===== src/rtl/circular_buffer_deque_core_assert.svh =====
// ---------------------------------------------------------------------------
// deque core assertion macros
// shared property forms for the deque checks, sampled on clk, off in reset
// ---------------------------------------------------------------------------
`ifndef CIRCULAR_BUFFER_DEQUE_CORE_ASSERT_SVH
`define CIRCULAR_BUFFER_DEQUE_CORE_ASSERT_SVH

// condition holds at every edge out of reset
`define CBD_ASSERT_HOLDS(label, cond) \
	label: assert property (@(posedge clk) disable iff (!arst_n) (cond)) \
		else $error("deque invariant violated");

// consequent holds in the same cycle as the antecedent
`define CBD_ASSERT_IMPLIES(label, ante, cons) \
	label: assert property (@(posedge clk) disable iff (!arst_n) (ante) |-> (cons)) \
		else $error("deque result check failed");

`endif


===== src/rtl/cbd_pkg.sv =====
// ---------------------------------------------------------------------------
// cbd_pkg
// shared types and constants of the deque core
// ---------------------------------------------------------------------------
package cbd_pkg;

	localparam int DEPTH_DEF   = 256;
	localparam int DATA_W      = 32;
	localparam int CMD_W       = 2;
	localparam int STATUS_W    = 2;
	localparam int COUNT_W     = 9;
	localparam int QUEUE_DEPTH = 2;

	typedef enum logic [CMD_W-1:0] {
		CMD_PUSH_FRONT = 2'd0,
		CMD_POP_FRONT  = 2'd1,
		CMD_PUSH_BACK  = 2'd2,
		CMD_POP_BACK   = 2'd3
	} cmd_t;

	typedef enum logic [STATUS_W-1:0] {
		ST_OK    = 2'd0,
		ST_EMPTY = 2'd1,
		ST_FULL  = 2'd2
	} status_t;

	// word returned by a pop on an empty deque
	localparam logic [DATA_W-1:0] POP_EMPTY_VALUE = '1;

	// classified operation handed from front to back
	typedef struct packed {
		logic                wr;
		logic                rd;
		status_t             status;
		logic [COUNT_W-1:0]  count;
	} op_ctl_t;

endpackage


===== src/rtl/cbd_front.sv =====
// ---------------------------------------------------------------------------
// cbd_front
// accepts operations, owns head and count, picks the store address
// ---------------------------------------------------------------------------
module cbd_front #(
	parameter int DEPTH = cbd_pkg::DEPTH_DEF
) (
	input  logic                                clk,
	input  logic                                arst_n,
	input  logic                                valid,
	input  logic [cbd_pkg::CMD_W-1:0]           cmd,
	input  logic [cbd_pkg::DATA_W-1:0]          value,
	output logic                                ready,
	input  logic                                q_ready,
	output logic                                q_push,
	output cbd_pkg::op_ctl_t                    ctl,
	output logic [$clog2(DEPTH)-1:0]            addr,
	output logic [cbd_pkg::DATA_W-1:0]          wdata,
	output logic [$clog2(DEPTH+1)-1:0]          cnt
);

	localparam int AW = $clog2(DEPTH);
	localparam int CW = $clog2(DEPTH + 1);
	localparam int SW = CW + 1;

	logic [AW-1:0] head_q, head_n;
	logic [CW-1:0] cnt_q, cnt_n;
	logic [SW-1:0] sum_back, sum_last;
	logic [AW-1:0] back_pos, last_pos, head_dec, head_inc;
	logic          full, empty, accept;
	cbd_pkg::cmd_t op;

	assign op     = cbd_pkg::cmd_t'(cmd);
	assign ready  = q_ready;
	assign accept = valid && q_ready;
	assign q_push = accept;
	assign wdata  = value;
	assign cnt    = cnt_q;

	assign full  = (cnt_q == CW'(DEPTH));
	assign empty = (cnt_q == '0);

	// head + count and head + count - 1, wrapped by one compare and subtract
	assign sum_back = SW'(head_q) + SW'(cnt_q);
	assign sum_last = sum_back - SW'(1);
	assign back_pos = (sum_back >= SW'(DEPTH)) ? AW'(sum_back - SW'(DEPTH)) : AW'(sum_back);
	assign last_pos = (sum_last >= SW'(DEPTH)) ? AW'(sum_last - SW'(DEPTH)) : AW'(sum_last);
	assign head_dec = (head_q == '0) ? AW'(DEPTH - 1) : head_q - AW'(1);
	assign head_inc = (head_q == AW'(DEPTH - 1)) ? '0 : head_q + AW'(1);

	always_comb begin
		head_n     = head_q;
		cnt_n      = cnt_q;
		addr       = head_q;
		ctl.wr     = 1'b0;
		ctl.rd     = 1'b0;
		ctl.status = cbd_pkg::ST_OK;
		unique case (op)
			cbd_pkg::CMD_PUSH_FRONT: begin
				if (full) begin
					ctl.status = cbd_pkg::ST_FULL;
				end else begin
					ctl.wr = 1'b1;
					head_n = head_dec;
					addr   = head_dec;
					cnt_n  = cnt_q + CW'(1);
				end
			end
			cbd_pkg::CMD_PUSH_BACK: begin
				if (full) begin
					ctl.status = cbd_pkg::ST_FULL;
				end else begin
					ctl.wr = 1'b1;
					addr   = back_pos;
					cnt_n  = cnt_q + CW'(1);
				end
			end
			cbd_pkg::CMD_POP_FRONT: begin
				if (empty) begin
					ctl.status = cbd_pkg::ST_EMPTY;
				end else begin
					ctl.rd = 1'b1;
					addr   = head_q;
					head_n = head_inc;
					cnt_n  = cnt_q - CW'(1);
				end
			end
			cbd_pkg::CMD_POP_BACK: begin
				if (empty) begin
					ctl.status = cbd_pkg::ST_EMPTY;
				end else begin
					ctl.rd = 1'b1;
					addr   = last_pos;
					cnt_n  = cnt_q - CW'(1);
				end
			end
		endcase
		ctl.count = cbd_pkg::COUNT_W'(cnt_n);
	end

	always_ff @(posedge clk or negedge arst_n) begin
		if (!arst_n) begin
			head_q <= '0;
			cnt_q  <= '0;
		end else if (accept) begin
			head_q <= head_n;
			cnt_q  <= cnt_n;
		end
	end

endmodule


===== config.mk =====
export PLATFORM = sky130hd
export DESIGN_NAME = cbd_front
export DESIGN_NICKNAME = d
export VERILOG_FILES = /design/src/rtl/circular_buffer_deque_core_assert.svh /design/src/rtl/cbd_pkg.sv /design/src/rtl/cbd_front.sv
export SDC_FILE = /design/constraint.sdc
export NUM_CORES = 1
export LEC_CHECK = 0
export BUFFER_PORTS_ARGS = -buffer_cell sky130_fd_sc_hd__buf_4
export CELL_PAD_IN_SITES_DETAIL_PLACEMENT = 0
export CELL_PAD_IN_SITES_GLOBAL_PLACEMENT = 1
export CORE_ASPECT_RATIO = 0.75
export CORE_MARGIN = 1.5
export CORE_UTILIZATION = 31
export DETAILED_ROUTE_END_ITERATION = 10
export MAX_ROUTING_LAYER = met4
export PLACE_DENSITY = 0.8
export SYNTH_ARGS = -nofsm -noshare
export SYNTH_HDL_FRONTEND = slang
export SYNTH_SLANG_ARGS = --single-unit

===== constraint.sdc =====
create_clock -name clk -period 3 [get_ports clk]
set_input_delay 0.6 -clock clk [delete_from_list [all_inputs] [get_ports clk]]
set_output_delay 0.6 -clock clk [all_outputs]
set_load 0.01 [all_outputs]

# After elaboration in Yosys (flattened, before gate mapping)

Cells that the tools add are included.
W data, S select, Z words.

Register bits after elaboration: 17
Bits of input ports: 38
Word-level logic and storage cells: 46

Add/sub/neg operators: 8
Magnitude comparators: 2
Equal/unequal tests: 6
Mux-type cells: 20
Reductions and logical operators: 8

Operators with widths:

| cell                    | count |
|---|---|
| $mux W8                 | 8 |
| $pmux W8 S4             | 1 |
| $sub A8 B1 Y8 const B   | 3 |
| $ge A10 B9 Y1 const B   | 2 |
| $mux W9                 | 2 |
| $pmux W9 S2             | 1 |
| $pmux W8 S2             | 1 |
| $add A8 B9 Y10          | 1 |
| $sub A10 B1 Y10 const B | 1 |
| $add A9 B1 Y9 const B   | 1 |
| $eq A9 B9 Y1 const B    | 1 |
| $logic_not A9 Y1        | 1 |
| $sub A9 B1 Y9 const B   | 1 |
| $add A8 B1 Y8 const B   | 1 |
| $eq A8 B8 Y1 const B    | 1 |
| $logic_not A8 Y1        | 1 |
| $mux W1                 | 5 |
| $eq A2 B2 Y1 const B    | 2 |
| $pmux W2 S2             | 1 |
| $reduce_or A2 Y1        | 2 |
| $reduce_and A3 Y1       | 1 |
| $eq A2 B1 Y1 const B    | 1 |
| $logic_not A2 Y1        | 1 |
| $mux W2                 | 1 |
| 3 further kinds         | 3 |

# Depth between registers and ports, before layout

Depth after elaboration: 6
Gate-level depth with buffers: 10

# Worst setup path before layout

OpenSTA, ideal clock, no wires.

Path type: register -> output
Start: register cnt_q[0], in the netlist cnt[0]
End: output addr[7]
Data arrival time: 2.362 ns
Required time: 2.400 ns
Slack: 0.038 ns
Stages on the path, launching flop included: 11
Path buffers: 0
Path through: dfrtp_1 > ha_1 > inv_1 > fa_1 > nand2b_1 > a21oi_1 > xnor2_1 > nand2_1 > nor3_1 > a211oi_1 > a211o_1

Longest elaborated chain between the ends: 6
Elaborated cells on any way between the ends: 14
Those cells by class: add/sub: 4; order compare: 2; eq/ne: 1; mux: 6; reduce/logical: 1

RTL lines:

| element                                        | RTL line         | RTL |
|---|---|---|
| start: declaration                             | cbd_front.sv:27  | `logic [CW-1:0] cnt_q, cnt_n;` |
| start signal: assignment                       | cbd_front.sv:107 | `cnt_q <= cnt_n;` |
| $add A8 B9 Y10                                 | cbd_front.sv:44  | `assign sum_back = SW'(head_q) + SW'(cnt_q);` |
| $sub A10 B1 Y10                                | cbd_front.sv:45  | `assign sum_last = sum_back - SW'(1);` |
| $sub A8 B1 Y8 or $ge A10 B9 Y1 (tied branches) | cbd_front.sv:47  | `assign last_pos = (sum_last >= SW'(DEPTH)) ? AW'(sum_last - SW'(DEPTH)) : AW'(sum_last);` |
| $mux W8                                        | cbd_front.sv:47  |  |
| $mux W8                                        | cbd_front.sv:89  | `if (empty) begin` |
| $pmux W8 S4 (*)                                | cbd_front.sv:58  | `unique case (op)` |
| end: declaration                               | cbd_front.sv:17  | `output logic [$clog2(DEPTH)-1:0] addr,` |

Every way passes the cells marked *; elsewhere a longest branch is shown, timed or not.

# Final worst setup path

Ends and elaborated chain as after synthesis.

==> flow_summary.json <==
{
  "grt_start_max_net_pins": 19,
  "syn_area_um2": 2600,
  "dpl-instance-area_um2": 2980,
  "layout_common_cells": "buf_4, nor2_1, nand2_1",
  "power.switching_mw": 2.26,
  "dieHeight_um": 82.3,
  "start_util": 0.324,
  "vias": 2837,
  "pwr-share-clk": 0.041,
  "clock_sinks": 17,
  "worst_pin_slew_ps": 504,
  "drt-wirelength-per-cell_um": 17.1,
  "ioPinCount": 102,
  "first_pass_iters": 5,
  "die_w_um": 109,
  "max-vdd-ir-drop_mv": 0.652,
  "r2r_start": "cnt[0]",
  "violations": "negative setup slack",
  "yosys-top-cells-area": "dfrtp_1, buf_4, ha_1",
  "timing.fmax_ghz": 0.315,
  "reg2regPathDepth": 12,
  "path_class": "flop to output port",
  "ys.flop_type": "dfrtp_1",
  "async_flop_share": 1.00,
  "clk_latency_ps": 260,
  "setup-tns-final_ps": -761,
  "final_hold_viol_count": 0,
  "crit_required_ps": 2400,
  "max_cap_viol_count": 0,
  "min_period_ps": 3170,
  "endpoint": "addr[7]",
  "p_int_mw": 2.30,
  "grt_pass1_wl_mm": 13.2,
  "r2r_end": "head_q[1]",
  "syn_avg_cell_area_um2": 7.32,
  "seqPwrFrac": 0.107,
  "tritoncts": "done",
  "first_global_vias": 2588,
  "nets": 452,
  "ys_ff_latch": 17,
  "setup_slack_ps": -173,
  "finClkSkew_ps": 2.45,
  "relSlewSlack": 0.661,
  "ys_seq_area_frac": 0.164,
  "end_kind": "output port",
  "period_share": 1.06,
  "hp-class": "primary input to async pin",
  "drtAntennaViolNets": 0,
  "finalPower_mw": 4.56,
  "final_common_cell": "buf_4",
  "synth_top_area_share": 0.164,
  "dpl.hpwl_mm": 6.24,
  "pwr-share-comb": 0.852,
  "rsz0062_at_grt": "yes",
  "synth_area_leader_cell": "dfrtp_1",
  "cts_made_buffers": 3,
  "drive_above_1_share": 0.393,
  "drv_slew": 0,
  "first_iter_violations": 232,
  "p_per_area_nw_per_um2": 1330,
  "crit_path_start": "cnt[0]",
  "drt_wl_total_mm": 8.64,
  "clockBufferDepth": 2,
  "ys_types": 60,
  "io_buffers": 37,
  "path_max_fanout": 5,
  "avgViaCountPerCell": 5.63,
  "synth_edf_count": 0,
  "grt_util_all_layers": 0.196,
  "antenna_found_initial": 0,
  "area_growth_pct": 32.5,
  "start_kind": "flop",
  "cts_hold_buffers": 0,
  "rows": 28,
  "worst_ep_arrival_time_ps": 2570,
  "ctsHtreeMaxLevel": 1,
  "path_clk_slew_ps": 80,
  "n_antenna_cell": 0,
  "core_area_um2": 8020,
  "syn_inst": 355,
  "outcome": "finished, violations left",
  "regToRegSetupSlack_ps": 320,
  "p_leak_nw": 1.52,
  "syn-num-nets": 407,
  "drc": 0,
  "die_area_um2": 8950,
  "finish.instance_area_um2": 3440,
  "yosysWarningCount": 0,
  "grt-ovfl-total": 0,
  "p_sw_frac": 0.495,
  "gp_routability_congestion": 0.873,
  "cts_root_buffer": "clkbuf_8",
  "setup_viol": 8
}
-- sequential cells by signal, indices dropped and copies added, names as in the netlist --
name and cells:
cnt 9, head_q 8
-- cell families (layout without fill, tap and decap cells) --
logic type / count (synthesis) / in the layout / synth area share
AOI/OAI and AO/OA: 101 / 101 / 0.254
xor gates and xnor gates: 23 / 23 / 0.0775
adders and majority gates: 14 / 14 / 0.0703
buffers and inverters: 73 / 117 / 0.162
DFF: 17 / 17 / 0.164
muxes: 4 / 4 / 0.0164
and+or+nand+nor: 123 / 123 / 0.257
-- worst min-delay path by stage --
stage	start	end	slack [ps]	cells after the start
6_report	arst_n	head_q[1]	210	1
5_1_grt	arst_n	head_q[1]	220	1
4_1_cts	arst_n	head_q[2]	220	1
3_5_place_dp	arst_n	head_q[2]	500	1
3_3_place_gp	arst_n	cnt[1]	500	1
2_1_floorplan	arst_n	cnt[0]	300	0
-- per-stage QoR --
stage	instances	util	worst slack, ps	hold WS [ps]
3_3_place_gp	484	0.372	-126	500
4_1_cts	496	0.402	-216	218
2_1_floorplan	355	-	38.2	304
5_1_grt	504	0.429	-302	218
3_5_place_dp	484	0.372	-167	499
6_report	504	0.429	-173	210
-- what timing repair did --
item,in CTS,in global routing
endpoints found under the setup margin,9,13
setup buffers,8,8
pin swaps,20,24
gates resized for setup,30,34
-- cells in the mapped netlist, types with 5 or more instances --
cell,number
nand3_1,13
a31oi_1,7
o21ai_0,22
xnor2_1,9
inv_1,14
ha_1,13
buf_2,6
nand4_1,7
xor2_1,14
dfrtp_1,17
o22ai_1,7
or3_1,5
a21oi_1,30
a211oi_1,5
a21o_1,5
clkbuf_1,15
nor3_1,10
nand2_1,29
buf_4,35
nor2_1,30
nor2b_1,6
-- power by group through the flow --
stage | combinational [mW] | clock (mW) | sequential, mW
after floorplan | 1.86 | 0 | 0.463
after global placement | 3.00 | 0 | 0.469
after detailed placement | 3.02 | 0 | 0.475
after CTS | 3.40 | 0.188 | 0.474
after global routing | 4.19 | 0.198 | 0.503
final | 3.89 | 0.186 | 0.488
-- cell type report --
| type | count | area (um2) |
|---|---|---|
| Multi-Input combinational cell | 265 | 2010 |
| Sequential cell | 17 | 425 |
| Fill cell | 797 | 4580 |
| Inverter | 15 | 58.8 |
| Clock buffer | 4 | 45.0 |
| Tap cell | 105 | 131 |
| Timing Repair Buffer | 98 | 773 |
-- critical path, stage by stage (launching register included) --
cell and delay [ps]:
dfrtp_1 380, buf_6 120, inv_4 30, ha_4 160
nor4b_4 130, and4b_2 310, buf_6 140, nor4_4 260
nor3_2 90, a2111oi_4 180, o211ai_1 130, a211o_1 260
buf_6 120
-- per-layer routing --
metal | up-vias | share of wire | track usage
met2 | 138 | 0.43 | 0.286
li1 | 1336 | - | -
met1 | 1351 | 0.48 | 0.287
met3 | 12 | 0.080 | 0.0243
met5 | - | 0 | -
met4 | 0 | 0.0090 | 0.0447
No activity file was read; power rests on OpenSTA's default activity.
