--- config.mk ---
export PLATFORM = sky130hd
export DESIGN_NAME = cbd_queue
export DESIGN_NICKNAME = d
export VERILOG_FILES = /design/src/rtl/circular_buffer_deque_core_assert.svh /design/src/rtl/cbd_pkg.sv /design/src/rtl/cbd_queue.sv
export SDC_FILE = /design/constraint.sdc
export NUM_CORES = 1
export LEC_CHECK = 0
export BUFFER_PORTS_ARGS = -buffer_cell sky130_fd_sc_hd__buf_2
export CAP_MARGIN = 20
export CELL_PAD_IN_SITES_DETAIL_PLACEMENT = 1
export CELL_PAD_IN_SITES_GLOBAL_PLACEMENT = 1
export CORE_AREA = 2 2 48 50
export CTS_CLUSTER_DIAMETER = 60
export DETAILED_ROUTE_END_ITERATION = 12
export DIE_AREA = 0 0 50 52
export MAX_ROUTING_LAYER = met4
export PLACE_DENSITY = 0.7
export SLEW_MARGIN = 15
export SYNTH_ARGS = -nofsm -noshare
export SYNTH_HDL_FRONTEND = slang
export SYNTH_SLANG_ARGS = --single-unit
--- constraint.sdc ---
create_clock -name clk -period 1.4 [get_ports clk]
set_clock_uncertainty 0.15 [all_clocks]
set_input_delay 0.28 -clock clk [delete_from_list [all_inputs] [get_ports clk]]
set_output_delay 0.28 -clock clk [all_outputs]
set_load 0.005 [all_outputs]
--- src/rtl/circular_buffer_deque_core_assert.svh ---
// ---------------------------------------------------------------------------
// deque core assertion macros
// shared property forms for the deque checks, sampled on clk, off in reset
// ---------------------------------------------------------------------------
`ifndef CIRCULAR_BUFFER_DEQUE_CORE_ASSERT_SVH
`define CIRCULAR_BUFFER_DEQUE_CORE_ASSERT_SVH

// condition holds at every edge out of reset
`define CBD_ASSERT_HOLDS(label, cond) \
	label: assert property (@(posedge clk) disable iff (!arst_n) (cond)) \
		else $error("deque invariant violated");

// consequent holds in the same cycle as the antecedent
`define CBD_ASSERT_IMPLIES(label, ante, cons) \
	label: assert property (@(posedge clk) disable iff (!arst_n) (ante) |-> (cons)) \
		else $error("deque result check failed");

`endif

--- src/rtl/cbd_pkg.sv ---
// ---------------------------------------------------------------------------
// cbd_pkg
// shared types and constants of the deque core
// ---------------------------------------------------------------------------
package cbd_pkg;

	localparam int DEPTH_DEF   = 256;
	localparam int DATA_W      = 32;
	localparam int CMD_W       = 2;
	localparam int STATUS_W    = 2;
	localparam int COUNT_W     = 9;
	localparam int QUEUE_DEPTH = 2;

	typedef enum logic [CMD_W-1:0] {
		CMD_PUSH_FRONT = 2'd0,
		CMD_POP_FRONT  = 2'd1,
		CMD_PUSH_BACK  = 2'd2,
		CMD_POP_BACK   = 2'd3
	} cmd_t;

	typedef enum logic [STATUS_W-1:0] {
		ST_OK    = 2'd0,
		ST_EMPTY = 2'd1,
		ST_FULL  = 2'd2
	} status_t;

	// word returned by a pop on an empty deque
	localparam logic [DATA_W-1:0] POP_EMPTY_VALUE = '1;

	// classified operation handed from front to back
	typedef struct packed {
		logic                wr;
		logic                rd;
		status_t             status;
		logic [COUNT_W-1:0]  count;
	} op_ctl_t;

endpackage

--- src/rtl/cbd_queue.sv ---
// ---------------------------------------------------------------------------
// cbd_queue
// short fifo between the classifying front and the memory back
// ---------------------------------------------------------------------------
module cbd_queue #(
	parameter int WIDTH = 8
) (
	input  logic             clk,
	input  logic             arst_n,
	input  logic             push,
	input  logic [WIDTH-1:0] din,
	output logic             push_ready,
	input  logic             pop,
	output logic [WIDTH-1:0] dout,
	output logic             pop_valid
);

	localparam int QD = cbd_pkg::QUEUE_DEPTH;
	localparam int PW = (QD > 1) ? $clog2(QD) : 1;
	localparam int FW = $clog2(QD + 1);

	logic [WIDTH-1:0] slot_q [QD];
	logic [PW-1:0]    wptr_q;
	logic [PW-1:0]    rptr_q;
	logic [FW-1:0]    fill_q;

	function automatic logic [PW-1:0] ptr_next(input logic [PW-1:0] p);
		return (p == PW'(QD - 1)) ? '0 : p + PW'(1);
	endfunction

	assign push_ready = (fill_q != FW'(QD));
	assign pop_valid  = (fill_q != '0);
	assign dout       = slot_q[rptr_q];

	always_ff @(posedge clk) begin
		if (push) begin
			slot_q[wptr_q] <= din;
		end
	end

	always_ff @(posedge clk or negedge arst_n) begin
		if (!arst_n) begin
			wptr_q <= '0;
			rptr_q <= '0;
			fill_q <= '0;
		end else begin
			if (push) begin
				wptr_q <= ptr_next(wptr_q);
			end
			if (pop) begin
				rptr_q <= ptr_next(rptr_q);
			end
			if (push && !pop) begin
				fill_q <= fill_q + FW'(1);
			end else if (pop && !push) begin
				fill_q <= fill_q - FW'(1);
			end
		end
	end

endmodule

Word level (Yosys, flattened, before mapping):

Memories as Yosys holds them, arrays and structs flattened.
Cells that the tools add are included.

* logic and storage cells: 21
* register bits after elaboration: 4
* output and inout port bits: 10
* bits in writable memories: 16
* memories kept: 1
* input port bits: 12

Memory list
* slot_q: words 2, bits a word 8, read ports 1, clocked after Yosys merged registers in 0, wr ports 1, RTL line cbd_queue.sv:22 `logic [WIDTH-1:0] slot_q [QD];`

* muxes and demuxes: 6
* add/sub/neg operators: 4
* equality and inequality tests: 1
* reductions and logical operators: 6

Operators with widths (count)
* $mux 1: 4
* $mux 2: 2
* $reduce_bool 2->1: 2
* $add 1x1->1 const B: 2
* $add 2x1->2 const B: 1
* $logic_and 1x1->1: 2
* $logic_not 1->1: 2
* $ne 2x2->1 const B: 1
* $sub 2x1->2 const B: 1

Longest topological paths before layout:

Gate-level depths: netlist of the first run.

* depth in word-level cells: 4
* gate-level depth with buffers: 5
* gate-level depth less buffers: 5

Worst setup path after synthesis of the first run:

Ideal clock, no wire load.

* path type: register to register
* start point: register wptr_q
* end point: memory slot_q[0][0], enable pin
* required time: 0.877 ns
* setup time: 0.373 ns
* period minus slack after synthesis: 1.312 ns
* stages on the path, launching flop included: 2
* path slack: 0.088 ns
* arrival time: 0.789 ns
* buffers on the path: 0
* path through: dfrtp_1 > nor2b_1

RTL lines
* start, declared: RTL line cbd_queue.sv:23 `logic [PW-1:0] wptr_q;`
* start signal, assigned: RTL line cbd_queue.sv:48 `wptr_q <= ptr_next(wptr_q);`
* end, declared: RTL line cbd_queue.sv:22

No word-level cell before the write port.

Worst setup path in the final report of the first run:

* start point: register rptr_q
* end point: output port dout[6]

* cells in the longest elaborated chain, start to end: 1

RTL lines
* start, declared: RTL line cbd_queue.sv:24 `logic [PW-1:0] rptr_q;`
* start signal, assigned: RTL line cbd_queue.sv:51 `rptr_q <= ptr_next(rptr_q);`
* $mem_v2 2x8
* end, declared: RTL line cbd_queue.sv:14 `output logic [WIDTH-1:0] dout,`

No other way between the ends.

==> results of run 1 <==
==> cell families after synthesis <==
| group | after synthesis | share of synthesized area |
|---|---|---|
| flops | 20 | 0.725 |
| mux | 8 | 0.150 |
| xor+xnor | 5 | 0.0547 |
| simple gates | 5 | 0.0360 |
| buf+inv | 2 | 0.0187 |
| fa+ha+maj | 1 | 0.0156 |
==> cell usage after synthesis <==
library cell,count
and2_1,1
buf_6,1
dfrtp_1,4
edfxtp_1,16
ha_1,1
inv_1,1
mux2_4,8
nand2b_1,1
nor2_1,1
nor2b_1,1
or2_1,1
xnor2_1,1
xor2_1,4
==> per-stage QoR <==
| stage | cells | utilization | cell area [µm²] |
|---|---|---|---|
| after global placement | 91 | 0.449 | 945 |
| after detailed placement | 91 | 0.449 | 945 |
| after global routing | 105 | 0.530 | 1120 |
| final | 105 | 0.530 | 1120 |
| after CTS | 101 | 0.499 | 1050 |
| after floorplan | 41 | - | 801 |
==> repair_timing <==
action | in CTS | in global routing
gates resized for setup | 9 | 5
hold buffers | 1 | 2
hold endpoints to repair | 4 | 4
setup buffers | 5 | 2
pin swaps | 1 | 1
setup endpoints to repair | 10 | 10
==> state kept, by name, indices dropped and copies added (netlist names) <==
register,count
wptr_q,1
rptr_q,1
fill_q,2
slot_q,16
==> routing by layer <==
layer / vias up / global-route usage
li1: 221 / -
met1: 223 / 0.118
met2: 16 / 0.228
met3: 6 / 0.0230
met4: 0 / 0.130
met5: - / -
==> worst max-delay path: stages, from the launching register on <==
cell and delay [ps]:
dfrtp_2 440, buf_6 140, mux2_4 300, buf_6 120
==> final cells by class <==
type / count / share of cell area
clock inverter: 1 / 0.00336
inverter: 1 / 0.00336
multi-input combinational: 19 / 0.184
tap: 28 / 0.0314
clock buffer: 3 / 0.0202
sequential: 20 / 0.521
timing repair buffer: 33 / 0.237
==> where the power goes <==
part / switching (mW) / total [mW] / internal (mW) / leakage (nW)
logic: 0.324 / 0.931 / 0.607 / 0.268
clock network: 0.169 / 0.273 / 0.104 / 0.0154
registers: 0.0750 / 0.887 / 0.812 / 0.196
==> worst paths after layout <==
path | endpoint | slack, ps | startpoint | cells after the start
hold / removal | slot_q[1][0]$_DFFE_PP_ | 20 | din[0] | 1
setup reg to reg | slot_q[1][2]$_DFFE_PP_ | 160 | wptr_q$_DFFE_PN0P_ | 1
setup / recovery | dout[6] | -330 | rptr_q$_DFFE_PN0P_ | 3
min in group asynchronous | fill_q[1]$_DFFE_PN0P_ | 160 | arst_n | 2
hold reg to reg | wptr_q$_DFFE_PN0P_ | 340 | wptr_q$_DFFE_PN0P_ | 1
max in group asynchronous | rptr_q$_DFFE_PN0P_ | 810 | arst_n | 2
==> metrics.cfg, run 1 <==
[clock_network]
cts_root_buf=clkbuf_4
clock_path_buffers=2
htreeDepth=1
clk_pin_slew_worst_paths_ps=110
cts_tree=built
cts_buffers=3
clock_latency_ps=290
clock_sinks=20

[routing]
drt_pass1_iterations=2
first_iter_violations=2
routed.top_layer=met4
via_per_inst=4.44
wl_met3_um=33
ant_nets=0
met2RoutedLength_um=821
wl_per_cell_um=14.5
drc=0
num_vias=466
wirelength_mm=1.53
wl_met1_um=607

[setup_path]
cp.required_ps=970
end_kind=output pin
crit_type=flip-flop to output pin
crit_path_max_fanout=5
critPathLaunchType=flip-flop
cp.arrival_ps=1300

[power_and_ir_drop]
p_total_mw=2.09
ir_worst_vdd_mv=0.924
leakagePower_nw=0.479
p_per_area_mw_per_mm2=1870

[floorplanning]
dieArea_mm2=0.00260
dieHeight_um=52
rows=17
dieWidth_um=50
start_util=0.380
design.core.area_mm2=0.00211
ios=22

[sta]
period_share=1.24
rsz0062_at_grt=true
slew_viol_final=0
layout_setup_ws_ps=-330
hold_viol_final=0
finalSetupViolCount=10
fin_hold_ws_ps=15.5
fin_crit_ps=1730
setup_tns_ps=-2670
worst_slew_pin_slew_ps=382
slew_headroom=0.745
fmax_mhz=578

[layout]
antenna_cells_inserted=0
drive_gt1_frac=0.545
final_common_cell=edfxtp_1
final_cell_mix=edfxtp_1, buf_2, buf_6
regArea_um2=582
multi_input_comb_area_um2=205
layout.nets=91
area_growth_syn_to_layout_pct=39.4
fill_cells=211

[grt]
antenna_found_initial=0
grt_start_max_net_pins=12
grt.total_usage=0.131
grt_overflow_total=0
grt_pass1_vias=515
grt_pass1_wl_mm=2.24

[run_status]
status=finished with violations
violations=negative setup slack

[logic_synthesis]
synth_area_leaders=edfxtp_1, mux2_4, dfrtp_1, xor2_1, ha_1
ys_warn_count=0
syn_nets=54
yosysUniqueCellTypes=13
synth_top_area_frac=0.600
syn_avg_cell_area_um2=19.5
synthCells=41
synth_seq_cells=20
syn_area_um2=801
yosys.area.top_type=edfxtp_1
seq_area_frac_synth=0.725

[place]
routabilityCongestion=0.585
dpl.hpwl_um=942
portBuffers=21
dp_slack_ps=-137

[min_path]
min-delay-path-class=input pin to flip-flop

[flow_run]
drv_cap=0

Note: power is estimated with default switching activity, not from simulation.
==> inputs of run 2 (changes only) <==
==> constraint.sdc (replaced) <==
create_clock -name clk -period 1.4 [get_ports clk]
set_clock_uncertainty 0.15 [all_clocks]
set_input_delay 0.14 -clock clk [delete_from_list [all_inputs] [get_ports clk]]
set_output_delay 0.14 -clock clk [all_outputs]
set_load 0.005 [all_outputs]
==> run 2 against run 1 <==
Effect of this change:
- critical endpoint is now dout[4]
- cell area rose by 8.1%
- setup slack improved by 150 ps
- sequential power barely moved
- the run still ends with negative setup slack left
- non-clock buffer count rose by 6
- count of clock-buffer cells in the layout did not move
- critical path type unchanged
- hold slack improved by 330 ps
- die area did not move
==> metrics.cfg, run 2 (synthesis gave the netlist of run 1 again) <==
[grt]
grt_pass1_vias=516
grt_use_met3=0.0172
grt_overflow_total=0
grt.met1_usage=0.120
use_met2=0.254
grt_start_max_net_pins=13
antenna_found_initial=0
grt_pass1_wl_mm=2.26
grt_busiest_layer=met2
grt.total_usage=0.131

[setup_path]
crit_type=flip-flop to output pin
cp_num_cells=3
slowest_delay_ps=430
cp_cell_sequence=buf_6 -> mux2_4 -> buf_6
end_kind=output pin
critPathMostFrequentCell=buf_6
reg2regPathDepth=1
critPathLaunchType=flip-flop
cp.required_ps=1110
cp_num_buf_inv=2
crit_family=flip-flops
crit_path_max_fanout=5
slowest_stage=dfrtp_2
cp.arrival_ps=1290

[layout]
regArea_um2=582
final_common_cell=edfxtp_1
drive_gt1_frac=0.482
top_register=slot_q
largest_reg_flops=16
area_growth_syn_to_layout_pct=50.6
multi_input_comb_area_um2=205
final_util=0.573
fill_cells=195
antenna_cells_inserted=0
final_cell_mix=edfxtp_1, buf_2, dlygate4sd3_1
top_regs=slot_q: 16 flops, fill_q: 2 flops
layout.nets=97

[clock_network]
clock_path_buffers=2
clock_sinks=20
htreeDepth=1
clock_latency_ps=300
cts_buffers=3
cts_tree=built
clk_pin_slew_worst_paths_ps=110
cts_root_buf=clkbuf_4

[place]
routabilityCongestion=0.574
portBuffers=21

[flow_run]
drv_cap=0

[routing]
via_per_inst=4.32
wirelength_mm=1.51
drc=0
first_iter_violations=0
num_vias=480
wl_per_cell_um=13.6
drt_pass1_iterations=1
ant_nets=0

[sta]
worst_slew_pin_slew_ps=371
layout_setup_ws_ps=-180
slew_headroom=0.752
hold_viol_final=0
fin_hold_ws_ps=347
period_share=1.13
fmax_mhz=633
fin_crit_ps=1580
setup_tns_ps=-1380
rsz0062_at_grt=true
slew_viol_final=0
finalSetupViolCount=8

[power_and_ir_drop]
ir_worst_vdd_mv=1.11
p_int_mw=1.66
p_per_area_mw_per_mm2=1840
power_frac_seq=0.400
p_total_mw=2.22
clkPwrFrac=0.209
leakagePower_nw=0.514
swShare=0.250
power_frac_comb=0.392
p_switching_mw=0.554

[min_path]
whs_path_depth=1
min-delay-path-class=flip-flop to flip-flop

[floorplanning]
start_util=0.380
dieWidth_um=50
ios=22
dieHeight_um=52
design.core.area_mm2=0.00211
rows=17
dieArea_mm2=0.00260

[run_status]
status=finished with violations
violations=negative setup slack

-- run 2: changes by cell type in the layout (fill, tap and decap cells not counted), sizes merged --
cell and change:
buf -3, dlygate4sd3 +9, clkinv -1, bufinv +1
-- run 2: worst paths after layout --
path | slack (ps) | from | endpoint
max in group asynchronous | 360 | arst_n | rptr_q$_DFFE_PN0P_
hold / removal | 350 | wptr_q$_DFFE_PN0P_ | wptr_q$_DFFE_PN0P_
setup / recovery | -180 | rptr_q$_DFFE_PN0P_ | dout[4]
setup reg to reg | 170 | wptr_q$_DFFE_PN0P_ | slot_q[1][2]$_DFFE_PP_
hold reg to reg | 350 | wptr_q$_DFFE_PN0P_ | wptr_q$_DFFE_PN0P_
min in group asynchronous | 560 | arst_n | fill_q[1]$_DFFE_PN0P_
-- run 2: cell type report --
cell class | count | share of cell area
Inverter | 1 | 0.00311
Multi-Input combinational cell | 19 | 0.170
Tap cell | 28 | 0.0290
Clock inverter | 1 | 0.0249
Timing Repair Buffer | 39 | 0.272
Clock buffer | 3 | 0.0187
Sequential cell | 20 | 0.482
-- run 2: power by group through the flow --
| stage | Clock [mW] | Sequential [mW] | Combinational [mW] |
|---|---|---|---|
| 2_1_floorplan | 0 | 0.875 | 0.413 |
| 3_3_place_gp | 0 | 0.949 | 0.499 |
| 3_5_place_dp | 0 | 0.961 | 0.511 |
| 4_1_cts | 0.476 | 0.890 | 0.788 |
| 5_1_grt | 0.493 | 0.904 | 0.933 |
| 6_report | 0.462 | 0.887 | 0.868 |
-- run 2: per-stage QoR --
step / instances / setup WS (ps) / area (µm²)
5_1_grt: 111 / -226 / 1210
4_1_cts: 109 / -187 / 1180
3_5_place_dp: 90 / -25.1 / 937
3_3_place_gp: 90 / -0.253 / 937
2_1_floorplan: 41 / 88.3 / 801
6_report: 111 / -180 / 1210
-- run 2: repair_timing --
item                                   CTS  global route
hold buffers                            12             0
resized for setup                       10             2
setup endpoints to repair                8             9
setup buffers                            3             2
endpoints found under the hold margin   22             0
pin swaps                                0             0
-- run 2: per-layer routing --
layer | part of all wire | routed length, µm | up-vias
met5 | 0 | 0 | -
met4 | 0.0093 | 14 | 0
met3 | 0.019 | 29 | 2
met2 | 0.62 | 937 | 12
met1 | 0.35 | 527 | 236
li1 | - | - | 230
==> inputs of run 3 (changes only) <==
--- a/config.mk
+++ b/config.mk
@@ -8,13 +8,13 @@
 export BUFFER_PORTS_ARGS = -buffer_cell sky130_fd_sc_hd__buf_2
 export CAP_MARGIN = 20
 export CELL_PAD_IN_SITES_DETAIL_PLACEMENT = 1
-export CELL_PAD_IN_SITES_GLOBAL_PLACEMENT = 1
-export CORE_AREA = 2 2 48 50
+export CELL_PAD_IN_SITES_GLOBAL_PLACEMENT = 2
+export CORE_AREA = 2 2 51 53
 export CTS_CLUSTER_DIAMETER = 60
 export DETAILED_ROUTE_END_ITERATION = 12
-export DIE_AREA = 0 0 50 52
+export DIE_AREA = 0 0 53 55
 export MAX_ROUTING_LAYER = met4
-export PLACE_DENSITY = 0.7
+export PLACE_DENSITY = 0.71
 export SLEW_MARGIN = 15
 export SYNTH_ARGS = -nofsm -noshare
 export SYNTH_HDL_FRONTEND = slang
==> run 3 against run 2 <==
Effect of this change:
- the flow still finishes with violations (negative setup slack)
- setup slack improved by 9.7 ps
- combinational power decreased by 5.4%
- count of clock-buffer cells in the layout unchanged
- largest cell class unchanged
- cell count decreased by 1.8%
- critical path type unchanged
- sequential share of layout area increased by 2.3 points
- largest power group unchanged
- maximum frequency increased by 0.62%
==> metrics.cfg, run 3 (synthesis gave the netlist of run 1 again) <==
[run_status]
status=finished with violations
violations=negative setup slack

[grt]
grt_pass1_vias=473
grt_overflow_total=0
grt_pass1_wl_mm=2.15
antenna_found_initial=0
grt_start_max_net_pins=12
grt.total_usage=0.113

[setup_path]
critPathMostFrequentCell=buf_6
slowest_stage=dfrtp_2
critPathLaunchType=flip-flop
cp.arrival_ps=1280
end_kind=output pin
slowest_delay_ps=430
worstSetupStartpoint=rptr_q$_DFFE_PN0P_
crit_path_max_fanout=5
cp.required_ps=1110
regToRegStartpoint=fill_q[0]$_DFFE_PN0P_
cp_num_cells=3
crit_path_end=dout[6]
cp_num_buf_inv=2
rrSetupSlack_ps=230
crit_family=flip-flops
crit_type=flip-flop to output pin
r2r_end=fill_q[1]$_DFFE_PN0P_
reg2regPathDepth=4
cp_cell_sequence=buf_6 -> mux2_4 -> buf_6

[clock_network]
cts_tree=built
clock_sinks=20
htreeDepth=1
clock_latency_ps=290
clk_pin_slew_worst_paths_ps=100
cts_buffers=3
clock_path_buffers=2
cts_root_buf=clkbuf_4

[place]
portBuffers=21
dpl.hpwl_um=810
routabilityCongestion=0.641
placedCellCount=92

[layout]
top_register=slot_q
fin_cells=109
final_common_cell=edfxtp_1
final_cell_mix=edfxtp_1, buf_2, dlygate4sd3_1
final_util=0.487
largest_reg_flops=16
antenna_cells_inserted=0
fill_cells=241
drive_gt1_frac=0.468
area_growth_syn_to_layout_pct=43.9
layout.nets=93
top_regs=slot_q: 16 flops, fill_q: 2 flops

[sta]
worst_slew_pin_slew_ps=208
fmax_mhz=637
fin_crit_ps=1570
hold_viol_final=0
finalSetupViolCount=8
fin_hold_ws_ps=28.0
rsz0062_at_grt=true
period_share=1.12
slew_viol_final=0
slew_headroom=0.861
layout_setup_ws_ps=-171

[floorplanning]
dieWidth_um=53
dieArea_mm2=0.00292
start_util=0.339
ios=22
rows=18
dieHeight_um=55
design.core.area_mm2=0.00236

[routing]
first_iter_violations=2
drc=0
drt_pass1_iterations=4
wl_per_cell_um=11.9
via_per_inst=4.10
ant_nets=0
num_vias=447
wirelength_mm=1.30

[flow_run]
drv_cap=0

[power_and_ir_drop]
ir_worst_vdd_mv=0.751
leakagePower_nw=0.492
p_per_area_mw_per_mm2=1710

[min_path]
min-delay-path-class=input pin to asynchronous set/reset pin

run 3: cell types whose count changed in the layout (fill, tap and decap cells not counted):
| cell | change |
|---|---|
| bufinv_16 | -1 |
| and2_2 | +1 |
| dlygate4sd3_1 | -2 |
| clkinv_1 | +1 |
| buf_4 | -1 |
| buf_2 | -1 |
| buf_6 | -1 |
| and2_1 | -1 |
| dlymetal6s4s_1 | +1 |
run 3: power by group:
| part | total [mW] | switching (mW) | internal, mW |
|---|---|---|---|
| Clock | 0.266 | 0.162 | 0.104 |
| Combinational | 0.821 | 0.290 | 0.531 |
| Sequential | 0.879 | 0.0683 | 0.811 |
| Total | 1.97 | 0.521 | 1.45 |
run 3: repair_timing:
action,CTS,global route
setup endpoints to repair,8,18
gates resized for setup,8,5
hold endpoints to repair,22,0
cloned,0,0
hold buffers,11,0
pin swaps,0,2
setup buffers,3,1
run 3: worst min-delay path by stage:
| stage | to | slack (ps) | depth (start not counted) |
|---|---|---|---|
| 4_1_cts | fill_q[0]$_DFFE_PN0P_ | 6 | 2 |
| 3_3_place_gp | fill_q[0]$_DFFE_PN0P_ | -200 | 1 |
| 6_report | fill_q[0]$_DFFE_PN0P_ | 30 | 2 |
| 2_1_floorplan | fill_q[0]$_DFFE_PN0P_ | -310 | 0 |
| 5_1_grt | fill_q[0]$_DFFE_PN0P_ | 30 | 2 |
| 3_5_place_dp | fill_q[0]$_DFFE_PN0P_ | -200 | 1 |
run 3: cell type report:
type | instances | area (µm²) | area share
Sequential cell | 20 | 582 | 0.505
Clock buffer | 3 | 22.5 | 0.0195
Timing Repair Buffer | 35 | 297 | 0.257
Multi-Input combinational cell | 19 | 206 | 0.179
Inverter | 1 | 3.75 | 0.00326
Clock inverter | 1 | 3.75 | 0.00326
Tap cell | 30 | 37.5 | 0.0326
run 3: per-stage QoR:
| step | worst slack (ps) | TNS, ps | power (mW) | cell area, µm² |
|---|---|---|---|---|
| finish | -171 | -1290 | 1.97 | 1150 |
| detailed placement | -8.80 | -10.2 | 1.47 | 940 |
| global placement | -6.59 | -8.33 | 1.45 | 940 |
| global route | -217 | -1640 | 2.09 | 1150 |
| floorplan | 88.3 | 0 | 1.29 | 801 |
| CTS | -175 | -1310 | 1.91 | 1130 |
run 3: metal layers:
layer	vias to the layer above	track usage	share of wire
li1	222	-	-
met1	212	0.136	0.46
met2	11	0.167	0.49
met3	2	0.0242	0.029
met4	0	0.0897	0.021
met5	-	-	0
